==> src/bpte_pkg.sv <==
// ----------------------------------------------------------------------------
// bpte_pkg
// Types, codes and helpers shared by the primitive tag encoder stages.
// ----------------------------------------------------------------------------
package bpte_pkg;

  localparam int MaxBytes = 10;

  localparam logic [3:0] OP_NULL    = 4'd0;
  localparam logic [3:0] OP_BOOL    = 4'd1;
  localparam logic [3:0] OP_UNS     = 4'd2;
  localparam logic [3:0] OP_SGN     = 4'd3;
  localparam logic [3:0] OP_REAL    = 4'd4;
  localparam logic [3:0] OP_DOUBLE  = 4'd5;
  localparam logic [3:0] OP_ENUM    = 4'd6;
  localparam logic [3:0] OP_DATE    = 4'd7;
  localparam logic [3:0] OP_TIME    = 4'd8;
  localparam logic [3:0] OP_OBJID   = 4'd9;
  localparam logic [3:0] OP_CTX_UNS = 4'd10;
  localparam logic [3:0] OP_CTX_ENM = 4'd11;
  localparam logic [3:0] OP_CTX_SGN = 4'd12;
  localparam logic [3:0] OP_CTX_BOL = 4'd13;
  localparam logic [3:0] OP_OPEN    = 4'd14;
  localparam logic [3:0] OP_CLOSE   = 4'd15;

  localparam logic [7:0]  ClassCtx    = 8'h08;
  localparam logic [7:0]  ExtTag      = 8'hF0;
  localparam logic [7:0]  TagReserved = 8'd255;
  localparam logic [15:0] YearUnspec  = 16'd65535;
  localparam logic [15:0] YearMin     = 16'd1900;
  localparam logic [15:0] YearMax     = 16'd2154;
  localparam logic [15:0] ObjTypeMax  = 16'd1023;
  localparam logic [63:0] ObjInstMax  = 64'h3F_FFFF;

  typedef enum logic [1:0] {
    ST_OK      = 2'd0,
    ST_INVALID = 2'd1,
    ST_NO_ROOM = 2'd2,
    ST_RESERVED = 2'd3
  } status_e;

  typedef enum logic [1:0] {
    MODE_APP   = 2'd0,
    MODE_CTX   = 2'd1,
    MODE_OPEN  = 2'd2,
    MODE_CLOSE = 2'd3
  } mode_e;

  typedef struct packed {
    logic [3:0]  opcode;
    logic [7:0]  tag_number;
    logic [63:0] value;
    logic [15:0] object_type;
    logic [15:0] part_one;
    logic [7:0]  part_two;
    logic [7:0]  part_three;
    logic [7:0]  part_four;
    logic [7:0]  room;
  } req_t;

  // after decode: content octets, element 0 goes first
  typedef struct packed {
    status_e         status;
    mode_e           mode;
    logic [7:0]      tag;
    logic [3:0]      clen;
    logic [3:0]      lvt;
    logic [7:0][7:0] content;
    logic [7:0]      room;
  } dec_t;

  typedef struct packed {
    status_e         status;
    logic [2:0][7:0] hdr;
    logic [1:0]      hlen;
    logic [3:0]      total;
    logic [7:0][7:0] content;
  } hdr_t;

  typedef struct packed {
    status_e                  status;
    logic [3:0]               count;
    logic [MaxBytes-1:0][7:0] octets;
  } pkt_t;

endpackage

==> src/bpte_decode.sv <==
// ----------------------------------------------------------------------------
// bpte_decode
// Stage one: range checks, reserved tag check and content octets.
// ----------------------------------------------------------------------------
module bpte_decode
  import bpte_pkg::*;
(
  input  logic clk_i,
  input  logic rst_ni,
  input  logic valid_i,
  output logic ready_o,
  input  req_t req_i,
  output logic valid_o,
  input  logic ready_i,
  output dec_t dec_o
);

  logic valid_q;
  dec_t dec_q, dec_d;

  // fewest big-endian octets; signed values keep their sign bit
  function automatic logic [2:0] min_len(logic [31:0] v, logic sgn);
    logic [31:0] m;
    m = sgn ? ((v[31] ? ~v : v) << 1) : v;
    if (m[31:24] != 8'd0)      min_len = 3'd4;
    else if (m[23:16] != 8'd0) min_len = 3'd3;
    else if (m[15:8] != 8'd0)  min_len = 3'd2;
    else                       min_len = 3'd1;
  endfunction

  function automatic logic [7:0][7:0] int_octets(logic [31:0] v, logic [2:0] n);
    logic [7:0][7:0] c;
    c = '0;
    case (n)
      3'd1: c[0] = v[7:0];
      3'd2: begin
        c[0] = v[15:8];  c[1] = v[7:0];
      end
      3'd3: begin
        c[0] = v[23:16]; c[1] = v[15:8]; c[2] = v[7:0];
      end
      default: begin
        c[0] = v[31:24]; c[1] = v[23:16]; c[2] = v[15:8]; c[3] = v[7:0];
      end
    endcase
    return c;
  endfunction

  always_comb begin
    logic [31:0]     lo;
    logic [2:0]      n;
    logic            is_sgn;
    logic            nz;
    logic            bad;
    logic [7:0]      apptag;
    logic [31:0]     w;
    logic [7:0][7:0] hi_c;
    logic [7:0][7:0] lo_c;
    lo     = req_i.value[31:0];
    nz     = req_i.value != 64'd0;
    is_sgn = (req_i.opcode == OP_SGN) || (req_i.opcode == OP_CTX_SGN);
    n      = min_len(lo, is_sgn);
    hi_c   = int_octets(req_i.value[63:32], 3'd4);
    lo_c   = int_octets(lo, 3'd4);
    bad    = 1'b0;
    apptag = 8'd0;
    w      = 32'd0;
    dec_d  = '0;
    dec_d.room = req_i.room;
    dec_d.mode = MODE_APP;
    case (req_i.opcode)
      OP_NULL: apptag = 8'd0;
      OP_BOOL: begin
        apptag    = 8'd1;
        dec_d.lvt = {3'd0, nz};
      end
      OP_UNS, OP_SGN, OP_ENUM: begin
        apptag = (req_i.opcode == OP_ENUM) ? 8'd9 : {4'd0, req_i.opcode};
        dec_d.clen    = {1'b0, n};
        dec_d.content = int_octets(lo, n);
      end
      OP_REAL: begin
        apptag = 8'd4;
        dec_d.clen    = 4'd4;
        dec_d.content = lo_c;
      end
      OP_DOUBLE: begin
        apptag = 8'd5;
        dec_d.clen    = 4'd8;
        // upper word first
        dec_d.content = {lo_c[3:0], hi_c[3:0]};
      end
      OP_DATE: begin
        apptag = 8'd10;
        if (req_i.part_one == YearUnspec) w[31:24] = 8'd255;
        else if (req_i.part_one >= YearMin && req_i.part_one <= YearMax)
          w[31:24] = 8'(req_i.part_one - YearMin);
        else bad = 1'b1;
        if (!((req_i.part_two >= 8'd1 && req_i.part_two <= 8'd14) ||
              req_i.part_two == 8'd255)) bad = 1'b1;
        if (!((req_i.part_three >= 8'd1 && req_i.part_three <= 8'd34) ||
              req_i.part_three == 8'd255)) bad = 1'b1;
        if (!((req_i.part_four >= 8'd1 && req_i.part_four <= 8'd7) ||
              req_i.part_four == 8'd255)) bad = 1'b1;
        w[23:0] = {req_i.part_two, req_i.part_three, req_i.part_four};
        dec_d.clen    = 4'd4;
        dec_d.content = int_octets(w, 3'd4);
      end
      OP_TIME: begin
        apptag = 8'd11;
        if (!(req_i.part_one <= 16'd23 || req_i.part_one == 16'd255)) bad = 1'b1;
        if (!(req_i.part_two <= 8'd59 || req_i.part_two == 8'd255)) bad = 1'b1;
        if (!(req_i.part_three <= 8'd59 || req_i.part_three == 8'd255)) bad = 1'b1;
        if (!(req_i.part_four <= 8'd99 || req_i.part_four == 8'd255)) bad = 1'b1;
        w = {req_i.part_one[7:0], req_i.part_two, req_i.part_three, req_i.part_four};
        dec_d.clen    = 4'd4;
        dec_d.content = int_octets(w, 3'd4);
      end
      OP_OBJID: begin
        apptag = 8'd12;
        if (req_i.object_type > ObjTypeMax || req_i.value > ObjInstMax) bad = 1'b1;
        w = {req_i.object_type[9:0], lo[21:0]};
        dec_d.clen    = 4'd4;
        dec_d.content = int_octets(w, 3'd4);
      end
      OP_CTX_UNS, OP_CTX_ENM, OP_CTX_SGN: begin
        dec_d.mode    = MODE_CTX;
        dec_d.clen    = {1'b0, n};
        dec_d.content = int_octets(lo, n);
      end
      OP_CTX_BOL: begin
        dec_d.mode       = MODE_CTX;
        dec_d.clen       = 4'd1;
        dec_d.content[0] = {7'd0, nz};
      end
      OP_OPEN:  dec_d.mode = MODE_OPEN;
      default:  dec_d.mode = MODE_CLOSE;
    endcase
    if (dec_d.mode == MODE_APP) begin
      dec_d.tag = apptag;
      if (req_i.opcode != OP_BOOL) dec_d.lvt = dec_d.clen;
    end else begin
      dec_d.tag = req_i.tag_number;
      dec_d.lvt = dec_d.clen;
    end
    if (bad) dec_d.status = ST_INVALID;
    else if (dec_d.mode != MODE_APP && req_i.tag_number == TagReserved)
      dec_d.status = ST_RESERVED;
    else dec_d.status = ST_OK;
  end

  assign ready_o = !valid_q || ready_i;

  always_ff @(posedge clk_i or negedge rst_ni) begin
    if (!rst_ni) begin
      valid_q <= 1'b0;
    end else if (ready_o) begin
      valid_q <= valid_i;
    end
  end

  always_ff @(posedge clk_i) begin
    if (ready_o && valid_i) begin
      dec_q <= dec_d;
    end
  end

  assign valid_o = valid_q;
  assign dec_o   = dec_q;

endmodule

==> src/bpte_header.sv <==
// ----------------------------------------------------------------------------
// bpte_header
// Stage two: tag header octets and the room check.
// ----------------------------------------------------------------------------
module bpte_header
  import bpte_pkg::*;
(
  input  logic clk_i,
  input  logic rst_ni,
  input  logic valid_i,
  output logic ready_o,
  input  dec_t dec_i,
  output logic valid_o,
  input  logic ready_i,
  output hdr_t hdr_o
);

  logic valid_q;
  hdr_t hdr_q, hdr_d;

  always_comb begin
    logic [7:0] h0;
    logic [1:0] n;
    h0    = (dec_i.mode == MODE_APP) ? 8'h00 : ClassCtx;
    n     = 2'd1;
    hdr_d = '0;
    hdr_d.content = dec_i.content;
    if (dec_i.tag < 8'd15) begin
      h0 = h0 | {dec_i.tag[3:0], 4'd0};
    end else begin
      h0 = h0 | ExtTag;
      hdr_d.hdr[n] = dec_i.tag;
      n = n + 2'd1;
    end
    if (dec_i.mode == MODE_OPEN) begin
      h0 = h0 | 8'd6;
    end else if (dec_i.mode == MODE_CLOSE) begin
      h0 = h0 | 8'd7;
    end else if (dec_i.lvt < 4'd5) begin
      h0 = h0 | {5'd0, dec_i.lvt[2:0]};
    end else begin
      // extended length octet
      h0 = h0 | 8'd5;
      hdr_d.hdr[n] = {4'd0, dec_i.lvt};
      n = n + 2'd1;
    end
    hdr_d.hdr[0] = h0;
    hdr_d.hlen   = n;
    hdr_d.total  = {2'd0, n} + dec_i.clen;
    if (dec_i.status != ST_OK) hdr_d.status = dec_i.status;
    else if ({4'd0, hdr_d.total} > dec_i.room) hdr_d.status = ST_NO_ROOM;
    else hdr_d.status = ST_OK;
  end

  assign ready_o = !valid_q || ready_i;

  always_ff @(posedge clk_i or negedge rst_ni) begin
    if (!rst_ni) begin
      valid_q <= 1'b0;
    end else if (ready_o) begin
      valid_q <= valid_i;
    end
  end

  always_ff @(posedge clk_i) begin
    if (ready_o && valid_i) begin
      hdr_q <= hdr_d;
    end
  end

  assign valid_o = valid_q;
  assign hdr_o   = hdr_q;

endmodule

==> src/bpte_pack.sv <==
// ----------------------------------------------------------------------------
// bpte_pack
// Stage three: joins header and content into one octet row with a count.
// ----------------------------------------------------------------------------
module bpte_pack
  import bpte_pkg::*;
(
  input  logic clk_i,
  input  logic rst_ni,
  input  logic valid_i,
  output logic ready_o,
  input  hdr_t hdr_i,
  output logic valid_o,
  input  logic ready_i,
  output pkt_t pkt_o
);

  logic valid_q;
  pkt_t pkt_q, pkt_d;

  always_comb begin
    logic [3:0] k;
    pkt_d        = '0;
    pkt_d.status = hdr_i.status;
    k            = 4'd0;
    if (hdr_i.status != ST_OK) begin
      // failure: a single zero octet carrying the status
      pkt_d.count = 4'd1;
    end else begin
      pkt_d.count = hdr_i.total;
      for (int i = 0; i < MaxBytes; i++) begin
        k = 4'(i) - {2'd0, hdr_i.hlen};
        if (4'(i) < {2'd0, hdr_i.hlen}) pkt_d.octets[i] = hdr_i.hdr[2'(i)];
        else if (k < 4'd8) pkt_d.octets[i] = hdr_i.content[k[2:0]];
        else pkt_d.octets[i] = 8'd0;
      end
    end
  end

  assign ready_o = !valid_q || ready_i;

  always_ff @(posedge clk_i or negedge rst_ni) begin
    if (!rst_ni) begin
      valid_q <= 1'b0;
    end else if (ready_o) begin
      valid_q <= valid_i;
    end
  end

  always_ff @(posedge clk_i) begin
    if (ready_o && valid_i) begin
      pkt_q <= pkt_d;
    end
  end

  assign valid_o = valid_q;
  assign pkt_o   = pkt_q;

endmodule

==> src/bpte_serial.sv <==
// ----------------------------------------------------------------------------
// bpte_serial
// Output stage: holds one octet row and sends it out one octet per item.
// ----------------------------------------------------------------------------
module bpte_serial
  import bpte_pkg::*;
(
  input  logic       clk_i,
  input  logic       rst_ni,
  input  logic       valid_i,
  output logic       ready_o,
  input  pkt_t       pkt_i,
  output logic       m_tvalid_o,
  input  logic       m_tready_i,
  output logic [7:0] m_tdata_o,
  output logic       m_tlast_o,
  output logic [1:0] m_tuser_o
);

  logic                     busy_q;
  logic [3:0]               idx_q, cnt_q;
  logic [MaxBytes-1:0][7:0] row_q;
  status_e                  status_q;
  logic                     last, take;

  assign last    = idx_q == (cnt_q - 4'd1);
  assign take    = busy_q && m_tready_i;
  // next row may load in the same cycle the final octet leaves
  assign ready_o = !busy_q || (take && last);

  always_ff @(posedge clk_i or negedge rst_ni) begin
    if (!rst_ni) begin
      busy_q <= 1'b0;
      idx_q  <= 4'd0;
    end else if (ready_o) begin
      busy_q <= valid_i;
      idx_q  <= 4'd0;
    end else if (take) begin
      idx_q <= idx_q + 4'd1;
    end
  end

  always_ff @(posedge clk_i) begin
    if (ready_o && valid_i) begin
      row_q    <= pkt_i.octets;
      cnt_q    <= pkt_i.count;
      status_q <= pkt_i.status;
    end
  end

  assign m_tvalid_o = busy_q;
  assign m_tdata_o  = row_q[idx_q];
  assign m_tlast_o  = last;
  assign m_tuser_o  = status_q;

`ifndef SYNTH
  a_idx_in_row: assert property (@(posedge clk_i) disable iff (!rst_ni)
    busy_q |-> (idx_q < cnt_q && cnt_q != 4'd0 && cnt_q <= 4'(MaxBytes)))
    else $error("octet index outside the row");

  a_fail_single: assert property (@(posedge clk_i) disable iff (!rst_ni)
    (busy_q && status_q != ST_OK) |-> (cnt_q == 4'd1 && m_tdata_o == 8'd0))
    else $error("failure item is not a single zero octet");

  a_step: assert property (@(posedge clk_i) disable iff (!rst_ni)
    (take && !last) |=> (busy_q && idx_q == $past(idx_q) + 4'd1))
    else $error("octet index did not advance");

  a_hold: assert property (@(posedge clk_i) disable iff (!rst_ni)
    (busy_q && !m_tready_i) |=> (busy_q && $stable(idx_q)))
    else $error("stalled row moved");
`endif

endmodule

==> src/bacnet_primitive_tag_encoder_top.sv <==
// Path: a request is registered in the decode, header, pack and serial stages in turn.
// Throughput: one octet per cycle while m_tready_i is high; a request yields 1 octet
// on a failure and up to 10 otherwise, and the output stage loads the next row as its
// final octet leaves. Decode, header and pack take one request a cycle unless stalled.
// Reset: asynchronous, active low; clears all stage valid bits, no request pending.
// ----------------------------------------------------------------------------
// bacnet_primitive_tag_encoder_top
// Four-stage encoder for BACnet primitive application and context tags.
// ----------------------------------------------------------------------------
module bacnet_primitive_tag_encoder_top
  import bpte_pkg::*;
(
  input  logic         clk_i,
  input  logic         rst_ni,
  input  logic         s_tvalid_i,
  output logic         s_tready_o,
  // opcode[3:0], tag_number[11:4], value[75:12], object_type[91:76],
  // part_one[107:92], part_two[115:108], part_three[123:116],
  // part_four[131:124], room[139:132], zero[143:140]
  input  logic [143:0] s_tdata_i,
  output logic         m_tvalid_o,
  input  logic         m_tready_i,
  // out_byte[7:0]
  output logic [7:0]   m_tdata_o,
  output logic         m_tlast_o,
  // status[1:0]
  output logic [1:0]   m_tuser_o
);

  req_t req;
  dec_t dec;
  hdr_t hdr;
  pkt_t pkt;
  logic dec_v, hdr_v, pkt_v;
  logic hdr_rdy, pkt_rdy, ser_rdy;

  assign req.opcode      = s_tdata_i[3:0];
  assign req.tag_number  = s_tdata_i[11:4];
  assign req.value       = s_tdata_i[75:12];
  assign req.object_type = s_tdata_i[91:76];
  assign req.part_one    = s_tdata_i[107:92];
  assign req.part_two    = s_tdata_i[115:108];
  assign req.part_three  = s_tdata_i[123:116];
  assign req.part_four   = s_tdata_i[131:124];
  assign req.room        = s_tdata_i[139:132];

  bpte_decode u_decode (
    .clk_i   (clk_i),
    .rst_ni  (rst_ni),
    .valid_i (s_tvalid_i),
    .ready_o (s_tready_o),
    .req_i   (req),
    .valid_o (dec_v),
    .ready_i (hdr_rdy),
    .dec_o   (dec)
  );

  bpte_header u_header (
    .clk_i   (clk_i),
    .rst_ni  (rst_ni),
    .valid_i (dec_v),
    .ready_o (hdr_rdy),
    .dec_i   (dec),
    .valid_o (hdr_v),
    .ready_i (pkt_rdy),
    .hdr_o   (hdr)
  );

  bpte_pack u_pack (
    .clk_i   (clk_i),
    .rst_ni  (rst_ni),
    .valid_i (hdr_v),
    .ready_o (pkt_rdy),
    .hdr_i   (hdr),
    .valid_o (pkt_v),
    .ready_i (ser_rdy),
    .pkt_o   (pkt)
  );

  bpte_serial u_serial (
    .clk_i      (clk_i),
    .rst_ni     (rst_ni),
    .valid_i    (pkt_v),
    .ready_o    (ser_rdy),
    .pkt_i      (pkt),
    .m_tvalid_o (m_tvalid_o),
    .m_tready_i (m_tready_i),
    .m_tdata_o  (m_tdata_o),
    .m_tlast_o  (m_tlast_o),
    .m_tuser_o  (m_tuser_o)
  );

endmodule

==> config.mk <==
export PLATFORM = sky130hd
export DESIGN_NAME = bacnet_primitive_tag_encoder_top
export DESIGN_NICKNAME = d
export VERILOG_FILES = /design/src/bpte_pkg.sv /design/src/bpte_decode.sv /design/src/bpte_header.sv /design/src/bpte_pack.sv /design/src/bpte_serial.sv /design/src/bacnet_primitive_tag_encoder_top.sv
export SDC_FILE = /design/constraint.sdc
export NUM_CORES = 1
export LEC_CHECK = 0
export ABC_AREA = 1
export ABC_CLOCK_PERIOD_IN_PS = 5310
export BUFFER_PORTS_ARGS = -buffer_cell sky130_fd_sc_hd__buf_4
export CORE_UTILIZATION = 54
export CTS_CLUSTER_SIZE = 28
export DETAILED_ROUTE_END_ITERATION = 12
export PLACE_DENSITY_LB_ADDON = 0.05
export SYNTH_ARGS = -nofsm -noshare
export SYNTH_HDL_FRONTEND = slang
export SYNTH_SLANG_ARGS = --single-unit
==> constraint.sdc <==
create_clock -name clk_i -period 5.31 [get_ports clk_i]
set_clock_uncertainty 0.1 [all_clocks]
set_input_delay 0.7965 -clock clk_i [delete_from_list [all_inputs] [get_ports clk_i]]
set_output_delay 0.7965 -clock clk_i [all_outputs]
set_load 0.05 [all_outputs]
Yosys cells after proc, flatten, opt, wreduce, memory -nomap -nowiden
Cells that the tools add are included.

Add/sub/neg operators: 15. $lt $le $gt $ge: 45. Equality and inequality tests: 27. Muxes and demuxes: 85. Bitwise gates (word level): 9. Reductions and logical operators: 55.

Operator list (number): one-hot mux 56 bit (5 select lines) (1); two-way mux 8 bit (31); binary-select mux 8 bit (select 3 bit) (10); one-hot mux 8 bit (7 select lines) (2); > comparator 64 x 22 -> 1 bit (second input constant) (1); nonzero test 64 bit (1); two-way mux 16 bit (3); one-hot mux 8 bit (3 select lines) (2); less-than comparator 3 x 4 -> 1 bit (second input constant) (10); less-than comparator 4 bit (second input constant) (10); binary-select mux 8 bit (select 4 bit) (1); equality test 8 bit (second input constant) (4); two-way mux 32 bit (1); two-way mux 31 bit (1); inverter 31 bit (1); equality test 4 bit (second input constant) (7); bitwise mux 24 bit (1); greater-or-equal comparator 8 x 1 -> 1 bit (second input constant) (3); <= comparator 8 x 6 -> 1 bit (second input constant) (3); two-way mux 4 bit (6); nonzero test 8 bit (3); demux 8 bit (select 2 bit) (1); equality test 16 bit (second input constant) (1); equality test 16 x 8 -> 1 bit (second input constant) (1); 54 further kinds (131).

Register bits: 360. Input port bits: 148. Output and inout bits: 13. Logic and storage cells: 294.

Depth between registers and ports, before layout
Depth after elaboration: 11. Gate-level depth with buffers: 17. Depth with buffers taken out: 16.

Cells and area by module
From an unflattened synthesis, not the netlist that was laid out.

Cell total of the unflattened synthesis: 1811. Area total of the unflattened synthesis: 17609.4 um^2.

By module, submodules not included: bpte_decode (times used 1, cells an instance 713, area each 5698.0 um^2, sequential area each 2787.7 um^2); bpte_pack (times used 1, cells an instance 577, area each 4734.5 um^2, sequential area each 2607.5 um^2); bpte_serial (times used 1, cells an instance 315, area each 3789.9 um^2, sequential area each 2707.6 um^2); bpte_header (times used 1, cells an instance 206, area each 3387.0 um^2, sequential area each 2787.7 um^2).

Least setup slack after synthesis
OpenSTA, ideal clock, no wires.

Path type: register to register. Start point: reg u_serial.cnt_q[0]. End point: reg u_decode.dec_q, in the netlist u_decode.dec_o[0] (enable). Library setup time: 0.545 ns. Arrival: 5.065 ns. Data required time: 4.665 ns. Path slack: -0.400 ns. Stages on the path, launching flop included: 10. Path buffers: 0. Period minus slack after synthesis: 5.710 ns. Cell sequence: edfxtp_1 -> inv_1 -> ha_1 -> xnor2_1 -> xor2_1 -> nor2_1 -> nand3b_1 -> nand4_1 -> nor2_1 -> nor2_1.

Longest elaborated chain between the ends: 8.

RTL lines: start, declared (line bpte_serial.sv:21) `logic [3:0] idx_q, cnt_q;`; start signal, assigned (line bpte_serial.sv:46) `cnt_q <= pkt_i.count;`; subtractor 4 x 1 -> 4 bit (line bpte_serial.sv:26) `assign last = idx_q == (cnt_q - 4'd1);`; equality test 4 bit (line bpte_serial.sv:26); logical AND 1 bit (line bpte_serial.sv:29) `assign ready_o = !busy_q || (take && last);`; logical OR 1 bit (line bpte_serial.sv:29); logical OR 1 bit (line bpte_pack.sv:40) `assign ready_o = !valid_q || ready_i;`; logical OR 1 bit (line bpte_header.sv:55) `assign ready_o = !valid_q || ready_i;`; logical OR 1 bit (line bpte_decode.sv:152) `assign ready_o = !valid_q || ready_i;`; logical AND 1 bit (line bpte_decode.sv:163) `if (ready_o && valid_i) begin`; end signal, assigned (line bpte_decode.sv:164) `dec_q <= dec_d;`; end, declared (line bpte_decode.sv:19) `dec_t dec_q, dec_d;`.

No other way between the ends. A chain may end at the register's enable or synchronous reset.

==> flow_summary.yaml <==
status:
  status: "completed"
sta:
  fmax_mhz: 244
  max_slew_margin_pct: 35.9
  tightest_slew_ns: 0.959
  drv_slew: 0
  fin_crit_sh_pct: 77.1
  min_period_ns: 4.09
  setup_viol: 0
  rsz0062_at_grt: "false"
  tns_ns: 0
  hold_viol: 0
power:
  seq_power_share_pct: 48.0
  powerDensity_nw_per_um2: 516
  sw_frac_of_total_pct: 34.4
  switchingPower_mw: 3.43
  power_leakage_nw: 7.69
  internal-power_mw: 6.55
  peakVddDrop_mv: 0.299
  clkPwrFrac_pct: 22.1
  p_total_mw: 9.99
  combPwrFrac_pct: 30.0
worst_setup_path:
  cp_num_buf_inv: 4
  r2r_end: "u_header.hdr_o[95]$_DFFE_PP_"
  cp.required_ns: 5.51
  reg2reg_depth: 16
  cp_max_fo: 11
  r2r_setup_slack_ns: 1.22
  crit_path_end_kind: "register"
  critPathArrivalTime_ns: 4.30
  cp_top_family: "adder cells"
  crit_path_top_delay_cell: "nor2_1"
  critPathKind: "register to register"
  crit_top_cell: "inv_1"
  crit_chain: "nor4_1 -> inv_1 -> nor2_1 -> ha_1 -> o21ai_0 -> ha_1 -> inv_1 -> fa_1 -> inv_1 -> ha_1 -> inv_1 -> o21bai_1 -> a21oi_1 -> nor2_1 -> or2_2 -> a41o_1"
  cp_slowest_stage_delay_ns: 0.50
  startpoint_type: "register"
  timing.rr.start: "u_decode.dec_o[87]$_SDFFCE_PN0P_"
logic_synthesis:
  netlist.area_leader.share_pct: 62.5
  synth_cell_types: 51
  synth.most_common_cell: "edfxtp_1"
  syn-cell-area_um2: 16900
  yosys-top-cells-area: "edfxtp_1 63%, nand2_1 6.9%, nor2_1 5.2%, inv_1 3.5%, o21ai_0 3.3%"
  async_flop_share_pct: 2.22
  syn_inst: 1590
  synth_edf_count: 352
  yosysTopAreaCell: "edfxtp_1"
  ys.flop_type: "edfxtp_1"
  netlist_top_cells_count: "352 x edfxtp_1, 309 x nand2_1, 235 x nor2_1, 156 x inv_1, 111 x o21ai_0"
  ys_ff_latch: 360
  postSynthAreaPerCell_um2: 10.6
  synth_nets: 1754
  yosys_warnings: 0
  synth_seq_area_share_pct: 63.7
cts:
  cts_tree: "done"
  clock-sinks: 360
  numCtsBuffers: 31
  clk_pin_slew_ns: 0.06
  cts_max_path_buffers: 3
  root_buffer: "clkbuf_16"
  cts_setup_buffers: 0
  clock_latency_ns: 0.56
  htreeDepth: 1
global_route:
  globalRouteTotalUtil_pct: 26.2
  overflow: 0
  antenna_found_initial: 0
  grt_pass1_wl_um: 62700
  grt_max_degree: 82
  grt_pass1_vias: 11300
drt:
  drt_iter0_drc: 937
  wire_per_inst_um: 19.5
  wl_um: 41800
  vias_per_cell: 5.57
  dr_total_vias: 11900
  drc: 0
  dr.pass1.iters: 7
  ant_nets: 0
final_layout:
  area_delta_synth_final_pct: 14.6
  n_antenna_cell: 0
  drive_gt1_share_pct: 15.4
  nFillCells: 2521
  layout.nets: 1887
place:
  port_buffers: 156
  dp_hpwl_um: 32100
  gp_congestion: 0.983
die:
  core_area_um2: 30700
  fp-row-count: 64
  die_area_um2: 32000
  start_util_pct: 55.1
  die_w_um: 179
  num_io_pins: 161
  die_h_um: 179
min_path:
  min_to: "u_serial.m_tuser_o[1]$_DFFE_PP_"
  hold_path.startpoint: "u_pack.pkt_o[85]$_DFFE_PP_"
  min_path_cells: 0
  hold_path.class: "register to register"
flow_run:
  cap_violations: 0
## cell families after synthesis
family | share of synthesized area (%)
compound gates | 10.4
mux | 2.01
buf+inv | 5.57
flops | 63.7
xor+xnor | 0.518
fa+ha+maj | 1.23
simple gates | 16.6
## power groups by stage
stage	clock network [mW]	logic (mW)	registers, mW
floorplan	0	2.10	4.73
global placement	0	2.92	4.82
detailed placement	0	2.97	4.85
CTS	2.24	2.98	4.79
global route	2.34	3.27	4.88
finish	2.20	2.99	4.79
## area by class of cell
class | instances | area [um^2] | share of cell area (%)
clock inverters | 22 | 211 | 1.09
well taps | 396 | 495 | 2.56
multi-input cells | 997 | 5200 | 26.9
inverters | 166 | 624 | 3.22
flip-flops and latches | 360 | 10800 | 55.6
repair buffers | 167 | 1270 | 6.55
clock buffers | 34 | 787 | 4.06
## cell usage in the layout (no fill, tap or decap), types with 8 or more instances in the layout
cell type	instances
nand3_1	37
o21ai_0	111
a22oi_1	15
o21ai_1	9
nor2_1	232
buf_4	165
o221ai_1	8
nand4_1	27
nand2_1	309
o211ai_1	13
mux2i_1	34
clkinv_1	14
edfxtp_1	352
nor3_1	17
a21oi_1	25
clkbuf_16	31
a21oi_2	8
o22ai_1	57
dfrtp_1	8
ha_1	15
inv_1	154
## routing by layer
layer  vias up  global-route usage, %  part of all wire (%)
li1       5806                      -                     -
met1      5513                   34.1                    43
met2       498                   43.9                    47
met3       108                   2.91                   5.5
met4         0                   12.6                   4.7
met5         -                      0                     0
## worst max-delay path by stage
stage	to	cells past startpoint	from	slack (ns)
after floorplan	u_decode.dec_o[0]$_DFFE_PP_	9	u_serial.cnt_q[0]$_DFFE_PP_	1.18
after global placement	u_header.hdr_o[95]$_DFFE_PP_	16	u_decode.dec_o[87]$_SDFFCE_PN0P_	1.36
after detailed placement	u_header.hdr_o[95]$_DFFE_PP_	16	u_decode.dec_o[87]$_SDFFCE_PN0P_	1.28
after CTS	u_header.hdr_o[95]$_DFFE_PP_	16	u_decode.dec_o[87]$_SDFFCE_PN0P_	1.25
after global routing	u_header.hdr_o[95]$_DFFE_PP_	16	u_decode.dec_o[87]$_SDFFCE_PN0P_	0.93
final	u_header.hdr_o[95]$_DFFE_PP_	16	u_decode.dec_o[87]$_SDFFCE_PN0P_	1.22
## through the flow
step                      instance area [um^2]  hold slack, ns  setup slack [ns]  util, %  cells
after global routing                     19400           0.296             0.931     63.1   2142
after CTS                                19400           0.293              1.25     63.1   2142
after global placement                   18400           0.301              1.36     59.8   2085
final                                    19400           0.314              1.22     63.1   2142
after floorplan                          16900           0.300              1.18        -   1590
after detailed placement                 18400           0.305              1.28     59.8   2085
## state kept, by name, summed over array words and instances (netlist names)
name                 count
u_decode.dec_o          92
u_header.hdr_o          88
u_pack.pkt_o            86
u_serial.row_q          80
u_serial.cnt_q           4
u_serial.idx_q           4
u_serial.m_tuser_o       2
u_decode.valid_o         1
u_header.valid_o         1
u_pack.valid_o           1
u_serial.m_tvalid_o      1
## what timing repair did
| action | 4_1_cts | 5_1_grt |
|---|---|---|
| hold buffers | 1 | 0 |
| endpoints found under the hold margin | 8 | 0 |
| resized for setup | 0 | 0 |
Power figures use the tool's default switching activity.
